File: src/rtl/rsti_pkg.sv
package rsti_pkg;

  localparam int unsigned MagWidth   = 63;
  localparam int unsigned ValueWidth = 64;
  localparam int unsigned CharWidth  = 8;
  localparam int unsigned RadixWidth = 6;

  localparam logic [CharWidth-1:0] CharZero  = 8'h30;  // '0'
  localparam logic [CharWidth-1:0] CharNine  = 8'h39;  // '9'
  localparam logic [CharWidth-1:0] CharUpA   = 8'h41;  // 'A'
  localparam logic [CharWidth-1:0] CharUpZ   = 8'h5A;  // 'Z'
  localparam logic [CharWidth-1:0] CharMinus = 8'h2D;  // '-'

  localparam logic [RadixWidth-1:0] RadixReset = 6'd10;
  localparam logic [RadixWidth-1:0] RadixMin   = 6'd2;
  localparam logic [RadixWidth-1:0] RadixMax   = 6'd36;
  localparam logic [RadixWidth-1:0] LetterBase = 6'd10;
  localparam logic [RadixWidth-1:0] NoDigit    = 6'd36;

  typedef struct packed {
    logic [MagWidth-1:0] magnitude;
    logic                negative;
    logic                at_start;
    logic                has_digit;
    logic                failed;
  } num_state_t;

  localparam num_state_t NumReset = '{
    magnitude: '0,
    negative:  1'b0,
    at_start:  1'b1,
    has_digit: 1'b0,
    failed:    1'b0
  };

  // Digit weight 0..35, or NoDigit for a character that is not a digit.
  function automatic logic [RadixWidth-1:0] weight_of(input logic [CharWidth-1:0] c);
    logic [CharWidth-1:0] diff;
    diff = '0;
    if (c >= CharZero && c <= CharNine) begin
      diff = c - CharZero;
      return diff[RadixWidth-1:0];
    end else if (c >= CharUpA && c <= CharUpZ) begin
      diff = c - CharUpA;
      return diff[RadixWidth-1:0] + LetterBase;
    end
    return NoDigit;
  endfunction

endpackage

File: src/rtl/rsti_in_if.sv
interface rsti_in_if;
  logic       valid;
  logic       ready;
  logic [7:0] ch;
  logic       end_of_string;

  modport source (output valid, output ch, output end_of_string, input ready);
  modport sink (input valid, input ch, input end_of_string, output ready);
endinterface

File: src/rtl/rsti_out_if.sv
interface rsti_out_if;
  logic               valid;
  logic               ready;
  logic signed [63:0] value;
  logic               status;

  modport source (output valid, output value, output status, input ready);
  modport sink (input valid, input value, input status, output ready);
endinterface

File: src/rtl/rsti_step.sv
module rsti_step (
  input  rsti_pkg::num_state_t                 state_i,
  input  logic [rsti_pkg::CharWidth-1:0]       ch_i,
  input  logic [rsti_pkg::RadixWidth-1:0]      radix_i,
  output rsti_pkg::num_state_t                 state_o
);
  import rsti_pkg::*;

  localparam int unsigned ProdWidth = MagWidth + RadixWidth;

  logic [RadixWidth-1:0] digit;
  logic                  bad_digit;
  logic [ProdWidth-1:0]  product;
  logic [ProdWidth-1:0]  acc;
  logic                  overflow;

  assign digit     = weight_of(ch_i);
  assign bad_digit = (radix_i < RadixMin) || (radix_i > RadixMax) || (digit >= radix_i);

  // magnitude * radix + digit overflows exactly when it exceeds 2^63-1.
  assign product  = ProdWidth'(state_i.magnitude) * ProdWidth'(radix_i);
  assign acc      = product + ProdWidth'(digit);
  assign overflow = |acc[ProdWidth-1:MagWidth];

  always_comb begin
    state_o          = state_i;
    state_o.at_start = 1'b0;
    if (state_i.at_start && ch_i == CharMinus) begin
      state_o.negative = 1'b1;
    end else if (!state_i.failed) begin
      if (bad_digit || overflow) begin
        state_o.failed = 1'b1;
      end else begin
        state_o.magnitude = acc[MagWidth-1:0];
        state_o.has_digit = 1'b1;
      end
    end
  end

endmodule

File: src/rtl/radix_string_to_integer.sv
// Timing: a character or end marker is registered on transfer; the end marker's result
// is then loaded into the output register, which drives out valid, once that register
// is empty or being read. Throughput: one item per cycle unless an end marker waits on
// a full output register; the digit multiply-accumulate is combinational.
// Reset: asynchronous, active low; clears the number state and pipeline valids and sets
// the radix register to 10.
module radix_string_to_integer (
  input  logic                                clk_i,
  input  logic                                rst_ni,
  input  logic                                radix_we_i,
  input  logic [rsti_pkg::RadixWidth-1:0]     radix_i,
  rsti_in_if.sink                             in_i,
  rsti_out_if.source                          out_o
);
  import rsti_pkg::*;

  logic [RadixWidth-1:0] radix_q;
  logic                  s1_valid_q;
  logic [CharWidth-1:0]  s1_ch_q;
  logic                  s1_eos_q;
  num_state_t            num_q;
  num_state_t            num_d;
  logic                  out_valid_q;
  logic [ValueWidth-1:0] value_q;
  logic [ValueWidth-1:0] value_d;
  logic                  status_q;
  logic                  status_d;
  logic                  s1_stall;
  logic                  s1_adv;
  logic                  in_xfer;

  rsti_step u_step (
    .state_i (num_q),
    .ch_i    (s1_ch_q),
    .radix_i (radix_q),
    .state_o (num_d)
  );

  // Only a pending end marker waits on a full output register; characters never stall.
  assign s1_stall = s1_valid_q && s1_eos_q && out_valid_q && !out_o.ready;
  assign s1_adv   = s1_valid_q && !s1_stall;
  assign in_i.ready = !s1_stall;
  assign in_xfer  = in_i.valid && !s1_stall;

  always_comb begin
    if (num_q.failed || !num_q.has_digit) begin
      status_d = 1'b1;
      value_d  = '0;
    end else begin
      status_d = 1'b0;
      value_d  = num_q.negative ? (ValueWidth'(0) - ValueWidth'(num_q.magnitude))
                                : ValueWidth'(num_q.magnitude);
    end
  end

  always_ff @(posedge clk_i or negedge rst_ni) begin
    if (!rst_ni) begin
      radix_q     <= RadixReset;
      s1_valid_q  <= 1'b0;
      num_q       <= NumReset;
      out_valid_q <= 1'b0;
    end else begin
      if (radix_we_i) begin
        radix_q <= radix_i;
      end
      if (!s1_stall) begin
        s1_valid_q <= in_i.valid;
      end
      if (s1_adv) begin
        num_q <= s1_eos_q ? NumReset : num_d;
      end
      if (s1_adv && s1_eos_q) begin
        out_valid_q <= 1'b1;
      end else if (out_o.ready) begin
        out_valid_q <= 1'b0;
      end
    end
  end

  always_ff @(posedge clk_i) begin
    if (in_xfer) begin
      s1_ch_q  <= in_i.ch;
      s1_eos_q <= in_i.end_of_string;
    end
    if (s1_adv && s1_eos_q) begin
      value_q  <= value_d;
      status_q <= status_d;
    end
  end

  assign out_o.valid  = out_valid_q;
  assign out_o.value  = value_q;
  assign out_o.status = status_q;

endmodule

File: src/flat_wrapper.sv
// flat-port wrapper written by rule: the top's interface ports become plain ports
module radix_string_to_integer_flat import rsti_pkg::*;
  (clk_i, rst_ni, radix_we_i, radix_i, in_i_valid, in_i_ch, in_i_end_of_string, in_i_ready, out_o_valid, out_o_value, out_o_status, out_o_ready);
  rsti_in_if in_i_i ();
  rsti_out_if out_o_i ();
  input  logic clk_i;
  input  logic rst_ni;
  input  logic radix_we_i;
  input  logic [rsti_pkg::RadixWidth-1:0] radix_i;
  input wire logic [$bits(in_i_i.valid)-1:0] in_i_valid;
  input wire logic [$bits(in_i_i.ch)-1:0] in_i_ch;
  input wire logic [$bits(in_i_i.end_of_string)-1:0] in_i_end_of_string;
  output wire logic [$bits(in_i_i.ready)-1:0] in_i_ready;
  output wire logic [$bits(out_o_i.valid)-1:0] out_o_valid;
  output wire logic [$bits(out_o_i.value)-1:0] out_o_value;
  output wire logic [$bits(out_o_i.status)-1:0] out_o_status;
  input wire logic [$bits(out_o_i.ready)-1:0] out_o_ready;
  assign in_i_i.valid = in_i_valid;
  assign in_i_i.ch = in_i_ch;
  assign in_i_i.end_of_string = in_i_end_of_string;
  assign in_i_ready = in_i_i.ready;
  assign out_o_valid = out_o_i.valid;
  assign out_o_value = out_o_i.value;
  assign out_o_status = out_o_i.status;
  assign out_o_i.ready = out_o_ready;
  radix_string_to_integer u_core (.clk_i(clk_i), .rst_ni(rst_ni), .radix_we_i(radix_we_i), .radix_i(radix_i), .in_i(in_i_i), .out_o(out_o_i));
endmodule
File: config.mk
export PLATFORM = sky130hd
export DESIGN_NAME = radix_string_to_integer_flat
export DESIGN_NICKNAME = d
export VERILOG_FILES = /design/src/rtl/rsti_pkg.sv /design/src/rtl/rsti_in_if.sv /design/src/rtl/rsti_out_if.sv /design/src/rtl/rsti_step.sv /design/src/rtl/radix_string_to_integer.sv /design/src/flat_wrapper.sv
export SDC_FILE = /design/constraint.sdc
export NUM_CORES = 1
export LEC_CHECK = 0
export BUFFER_PORTS_ARGS = -buffer_cell sky130_fd_sc_hd__buf_2
export CORE_ASPECT_RATIO = 2
export CORE_MARGIN = 8
export CORE_UTILIZATION = 45
export CTS_CLUSTER_DIAMETER = 120
export DETAILED_ROUTE_END_ITERATION = 12
export PLACE_DENSITY = 0.67
export SETUP_SLACK_MARGIN = 0.2
export SYNTH_ARGS = -nofsm -noshare
export SYNTH_HDL_FRONTEND = slang
export SYNTH_HIERARCHICAL = 1
export SYNTH_SLANG_ARGS = --single-unit
File: constraint.sdc
create_clock -name clk_i -period 15.3 [get_ports clk_i]
set_input_delay 3.06 -clock clk_i [delete_from_list [all_inputs] [get_ports clk_i]]
set_output_delay 3.06 -clock clk_i [all_outputs]
set_load 0.01 [all_outputs]
==> results of run 1 <==
[registers in the layout, indices dropped and copies added (netlist names)]
register / count
u_core/out_o.value: 64
u_core/out_o.valid: 1
u_core/s1_ch_q: 8
u_core/out_o.status: 1
u_core/s1_eos_q: 1
u_core/num_q: 67
u_core/radix_q: 6
u_core/s1_valid_q: 1
[cells in the mapped netlist, types with 15 or more instances]
library cell / instances
or3_1: 15
nand2_1: 144
nand3_1: 34
nand2b_1: 25
nor4_1: 23
fa_1: 248
o31ai_1: 18
ha_1: 160
o21ai_0: 61
nor3_1: 42
a21o_1: 22
and2_1: 357
xnor2_1: 44
o41ai_1: 15
a21oi_1: 122
dfrtp_1: 72
inv_1: 90
a22o_1: 65
clkbuf_1: 96
o21ai_1: 19
xor2_1: 57
mux2_4: 58
nor2_1: 116
edfxtp_1: 74
nand4_1: 36
and3_1: 17
[through the flow]
stage	cells	hold slack, ns	instance area (um^2)	total power [uW]
finish	2864	0.531	22900	1350
global route	2864	0.559	22900	1410
CTS	2864	0.533	22900	1360
detailed placement	2832	0.510	22200	881
global placement	2832	0.509	22200	876
floorplan	2213	0.479	21300	758
[worst max-delay path by stage]
stage | end | slack, ns | depth (start not counted) | from
final | u_core/num_q[17]$_DFFE_PN0P_ | 7.48 | 24 | u_core/radix_q[2]$_DFFE_PN0P_
after global routing | u_core/num_q[5]$_DFFE_PN0P_ | 7.06 | 24 | u_core/radix_q[2]$_DFFE_PN0P_
after CTS | u_core/num_q[5]$_DFFE_PN0P_ | 7.52 | 24 | u_core/radix_q[2]$_DFFE_PN0P_
after detailed placement | u_core/num_q[5]$_DFFE_PN0P_ | 7.52 | 24 | u_core/radix_q[2]$_DFFE_PN0P_
after global placement | u_core/num_q[5]$_DFFE_PN0P_ | 7.70 | 24 | u_core/radix_q[2]$_DFFE_PN0P_
after floorplan | in_i_ready | 8.84 | 2 | out_o_ready
[kinds of logic after synthesis]
group	count (synthesis)	synth area share (%)
AOI/OAI and AO/OA	414	12.9
xor gates and xnor gates	101	4.14
adders and majority gates	408	32.6
buffers and inverters	206	4.01
DFF	149	19.2
muxes	82	5.26
other	1	0.0176
and+or+nand+nor	852	21.8
[cell type report]
| class | instances | area (um^2) | share of cell area (%) |
|---|---|---|---|
| multi-input combinational | 1858 | 16400 | 71.8 |
| inverter | 91 | 342 | 1.49 |
| sequential | 149 | 4100 | 18.0 |
| clock buffer | 17 | 425 | 1.86 |
| clock inverter | 15 | 231 | 1.01 |
| tap | 632 | 791 | 3.46 |
| timing repair buffer | 102 | 553 | 2.42 |
[layout by cell type (no fill, tap or decap), types with 11 or more instances in the layout]
master     synthesis  layout
nand4_1           36      36
a22o_1            65      65
nand3_1           34      34
a21oi_1          122     122
nor2_1           116     115
a21o_1            22      22
o21ai_0           61      61
nand2_1          144     143
o41ai_1           15      15
or3_1             15      15
inv_1             90      89
o21ai_1           19      19
buf_2              4      85
buf_4              1      17
o31ai_1           18      18
mux2i_1           14      14
xor2_1            57      57
clkbuf_16          0      17
and2_1           357     357
nor4_1            23      23
ha_1             160     160
mux2_4            58      58
nand2b_1          25      25
o211ai_1          11      11
nor3_1            42      42
or4_1             12      12
edfxtp_1          74      74
fa_1             248     248
and3_1            17      17
xnor2_1           44      44
o21bai_1          13      13
dfrtp_1           72      72
[where the power goes]
| group | leakage (uW) | switching (uW) | internal (uW) |
|---|---|---|---|
| registers | 0.00173 | 27.8 | 438 |
| logic | 0.00926 | 271 | 138 |
| clock network | 0.000322 | 198 | 281 |
| total | 0.0113 | 497 | 858 |
[metal layers]
metal,track usage (%),part of all wire (%),up-vias
li1,-,-,7725
met4,8.05,3.3,0
met2,35.0,48,510
met3,2.55,4.9,100
met5,0,0,-
met1,27.7,44,8358
[worst register-to-register path: cells and delay by family, from the launching register on]
kind | cells | cell delay [ns]
compound gates | 9 | 2.36
xor+xnor | 1 | 0.16
fa+ha+maj | 5 | 2.38
buf+inv | 6 | 1.10
flops | 1 | 0.66
mux | 1 | 0.51
simple gates | 2 | 0.55
==> flow_metrics.tcl, run 1 <==
set metrics [dict create \
    numClockSinks 149 \
    yosys_warnings 6 \
    worstHoldPathCells 2 \
    first_iter_violations 1052 \
    synth.top_cells.by_area "fa_1 23%, and2_1 10%, edfxtp_1 10%" \
    syn-instance-count 2213 \
    clk_pin_slew_ns 0.07 \
    hold_buffers 0 \
    worst_skew_pair.late_latency_ns 0.45 \
    r2r-end "u_core/num_q[17]$_DFFE_PN0P_" \
    drc_errors 0 \
    io_pins 87 \
    maxSlewViolCount 0 \
    syn_area_per_cell_um2 9.65 \
    crit_required_ns 15.63 \
    post_cts_buffers 0 \
    worst_slew_pin_slew_ns 0.996 \
    hold_path_end "u_core/num_q[2]$_DFFE_PN1P_" \
    rsz0062_at_grt "no" \
    min_period_ns 7.82 \
    cts_buffers 17 \
    cts_tree "built" \
    gp_congestion 0.944 \
    cts_resized 0 \
    cts_root_buf "clkbuf_16" \
    leakagePower_uw 0.0113 \
    critPathSlowestCell "dfrtp_1" \
    die_area_um2 55100 \
    start_util_pct 45.2 \
    ant_nets 0 \
    max_stage_delay_ns 0.66 \
    fin_skew_ns 0.0166 \
    nFillCells 4519 \
    yosysTopAreaCellShare_pct 23.3 \
    r2r-start "u_core/radix_q[2]$_DFFE_PN0P_" \
    grt_pass1_wl_mm 93.2 \
    rr_worst_depth 24 \
    synthesis.nets 2641 \
    relSlewSlack_pct 33.2 \
    netlist_area_um2 21300 \
    coreArea_um2 47200 \
    drive_gt1_share_pct 10.1 \
    layout.nets 2647 \
    tns_ns 0 \
    ys_seq_area_share_pct 19.2 \
    synth_edf_count 74 \
    wl_per_cell_um 19.7 \
    drt_pass1_iterations 7 \
    grtUsageTotal_pct 21.1 \
    fmax_ghz 0.128 \
    outcome "finished clean" \
    die_y_um 324 \
    antenna_found_initial 2 \
    synth_cell_type_count 77 \
    setup_viol 0 \
    place_hpwl_mm 42.4 \
    avgViaCountPerCell 5.83 \
    grt_max_degree 67 \
    diodes 0 \
    overflow 0 \
    detailroute.via_count 16700 \
    synth_ff_type "edfxtp_1" \
    drv_cap 0 \
    path_delay_family "adder cells" \
    routed_wl_mm 56.5 \
    powerDensity_nw_per_um2 59.3 \
    syn2layout_area_growth_pct 7.06 \
    reg2reg_slack_ns 7.48 \
    die_w_um 170 \
    worstHoldStart "u_core/num_q[2]$_DFFE_PN1P_" \
    ys_seq_elements 149 \
    crit_arrival_ns 8.16 \
    io_buffers 86 \
    synth.largest_area_cell "fa_1" \
    crit_chain "buf_4, and2_1, fa_1, inv_1, fa_1, inv_1, fa_1, inv_1, fa_1, inv_1, ha_1, a21oi_1, o21ai_1, a31oi_1, o21ai_1, a31oi_1, a21o_1, o31ai_1, xor2_1, a211oi_2, nand2_4, buf_4, mux2_4, a22o_1" \
    min_path_type "reg -> reg" \
    synthArstFlopShare_pct 50.3 \
    finalWorstSetupSlack_ns 7.48 \
    finalCritPeriodShare_pct 51.1 \
    start_kind "flip-flop" \
    vdd_drop_max_mv 0.0593 \
    cp-end-kind "flip-flop" \
    hold_violations 0 \
    dp_slack_ns 7.52 \
    critPathMaxFanout 44 \
    rows 113 \
    final_core_util_pct 48.4 \
    grt_pass1_vias 17300 \
    clockBufferDepth 2 \
    critPathBufInv 6 \
    critPathKind "reg -> reg" \
    cts.htree.levels 4 \
]
Power figures use the tool's default switching activity.
==> run 2: changes to the inputs <==
- PLACE_DENSITY: 0.67 -> 0.7
- clock period: 15.3 -> 6.9 ns (I/O delays scaled with it)
==> run 2 against run 1 <==
Effect of this change:
- via count is 2.3% higher
- flip-flop and latch count did not move
- count of clock-buffer cells in the layout unchanged
- non-clock buffer count rose by 46
- setup slack got worse by 7.1 ns
- worst hold slack better by 0.0064 ns
- critical endpoint is now u_core/num_q[35]$_DFFE_PN0P_
- wire length increased by 3.0%
- register-to-register slack got worse by 7.1 ns
- power is 120% higher
- combinational power is 130% higher
==> flow_metrics.tcl, run 2 (synthesis gave the netlist of run 1 again) <==
set metrics [dict create \
    die_area_um2 55100 \
    post_cts_buffers 0 \
    cp-end-kind "flip-flop" \
    final_core_util_pct 49.1 \
    maxSlewViolCount 0 \
    rsz0062_at_grt "no" \
    clk_pin_slew_ns 0.08 \
    reg2reg_slack_ns 0.39 \
    drt_pass1_iterations 6 \
    relSlewSlack_pct 30.0 \
    io_pins 87 \
    io_buffers 86 \
    finalWorstSetupSlack_ns 0.386 \
    max_stage_delay_ns 0.56 \
    die_w_um 170 \
    critPathKind "reg -> reg" \
    start_kind "flip-flop" \
    drv_cap 0 \
    layout.nets 2693 \
    leakagePower_uw 0.0115 \
    r2r-start "u_core/radix_q[1]$_DFFE_PN1P_" \
    cts_root_buf "clkbuf_16" \
    wl_per_cell_um 20.0 \
    overflow 0 \
    place_hpwl_mm 44.8 \
    setup_viol 0 \
    drive_gt1_share_pct 12.1 \
    final_cell_mix "357 x and2_1, 248 x fa_1, 160 x ha_1" \
    cts_buffers 17 \
    critPathMaxFanout 41 \
    routed_wl_mm 58.2 \
    first_iter_violations 1311 \
    min_path_type "reg -> reg" \
    startpoint "u_core/radix_q[1]$_DFFE_PN1P_" \
    start_util_pct 45.2 \
    syn2layout_area_growth_pct 8.62 \
    finalCritPeriodShare_pct 94.4 \
    largest_reg_flops 67 \
    r2r-end "u_core/num_q[35]$_DFFE_PN0P_" \
    rows 113 \
    gp_congestion 0.985 \
    hold_ws_ns 0.537 \
    tns_ns 0 \
    crit_arrival_ns 6.86 \
    critPathBufInv 5 \
    critPathSlowestCell "dfstp_4" \
    worstHoldStart "u_core/num_q[2]$_DFFE_PN1P_" \
    worstHoldPathCells 2 \
    clockBufferDepth 2 \
    vdd_drop_max_mv 0.161 \
    avgViaCountPerCell 5.87 \
    die_y_um 324 \
    worst_skew_pair.late_latency_ns 0.46 \
    diodes 0 \
    largest-register "u_core/num_q" \
    grtUsageTotal_pct 21.6 \
    detailroute.via_count 17100 \
    layout_commonest_cell "and2_1" \
    min_period_ns 6.51 \
    hold_path_end "u_core/num_q[2]$_DFFE_PN1P_" \
    coreArea_um2 47200 \
    fin_skew_ns 0.0156 \
    grt_max_degree 66 \
    crit_required_ns 7.25 \
    rr_worst_depth 23 \
    antenna_found_initial 0 \
    drc_errors 0 \
    path_delay_family "adder cells" \
    crit_chain "and2_1, fa_1, inv_1, fa_1, inv_1, fa_1, inv_1, fa_1, inv_1, ha_1, o211ai_1, a21oi_1, o211ai_1, a21oi_1, a31o_1, a311oi_1, xnor2_1, a31o_1, nor4_4, nand2_4, buf_16, mux2_4, a22o_2" \
    fmax_ghz 0.154 \
    powerDensity_nw_per_um2 127 \
    grt_pass1_vias 17500 \
    numClockSinks 149 \
    outcome "finished clean" \
    worst_slew_pin_slew_ns 1.04 \
    dp_slack_ns 0.460 \
    cts.htree.levels 4 \
    power.total_uw 2950 \
    cts_tree "built" \
    grt_pass1_wl_mm 94.5 \
    hold_violations 0 \
    ant_nets 0 \
]
==> run 2: worst max path at each step <==
stage / cells past startpoint / to
2_1_floorplan: 24 / u_core/num_q[35]$_DFFE_PN0P_
3_3_place_gp: 21 / u_core/num_q[35]$_DFFE_PN0P_
3_5_place_dp: 23 / u_core/num_q[35]$_DFFE_PN0P_
4_1_cts: 23 / u_core/num_q[35]$_DFFE_PN0P_
5_1_grt: 23 / u_core/num_q[19]$_DFFE_PN0P_
6_report: 23 / u_core/num_q[35]$_DFFE_PN0P_
==> run 2: tightest hold or removal path, delay by kind of cell, from the launching register on <==
kind / cells / cell delay [ns]
flops: 1 / 0.37
compound gates: 2 / 0.16
==> run 2: routing by layer <==
layer  vias up  GRT usage [%]  part of all wire (%)
met5         -              0                     0
met4         0           8.32                   3.1
met3       126           3.20                   6.5
met2       687           35.6                    48
met1      8438           28.3                    43
li1       7823              -                     -
==> run 2: metrics by stage <==
| step | std cells | cell area, um^2 |
|---|---|---|
| 2_1_floorplan | 2213 | 21300 |
| 3_3_place_gp | 2878 | 22600 |
| 3_5_place_dp | 2878 | 22600 |
| 4_1_cts | 2910 | 23200 |
| 5_1_grt | 2910 | 23200 |
| 6_report | 2910 | 23200 |
==> run 2: area by class of cell <==
| class | instances | area, um^2 |
|---|---|---|
| clock inverters | 15 | 161 |
| inverters | 91 | 342 |
| flip-flops and latches | 149 | 4110 |
| fillers | 4474 | 24000 |
| well taps | 632 | 791 |
| repair buffers | 148 | 938 |
| multi-input cells | 1858 | 16400 |
| clock buffers | 17 | 425 |
==> run 2: report_power, final <==
part	switching [uW]	total [uW]	internal, uW
registers	48.4	1020	973
clock network	453	966	513
logic	636	960	324
total	1140	2950	1810
==> run 2: timing repair <==
action	CTS	global route
setup endpoints to repair	0	41
gates resized for setup	0	7
hold buffers	0	0
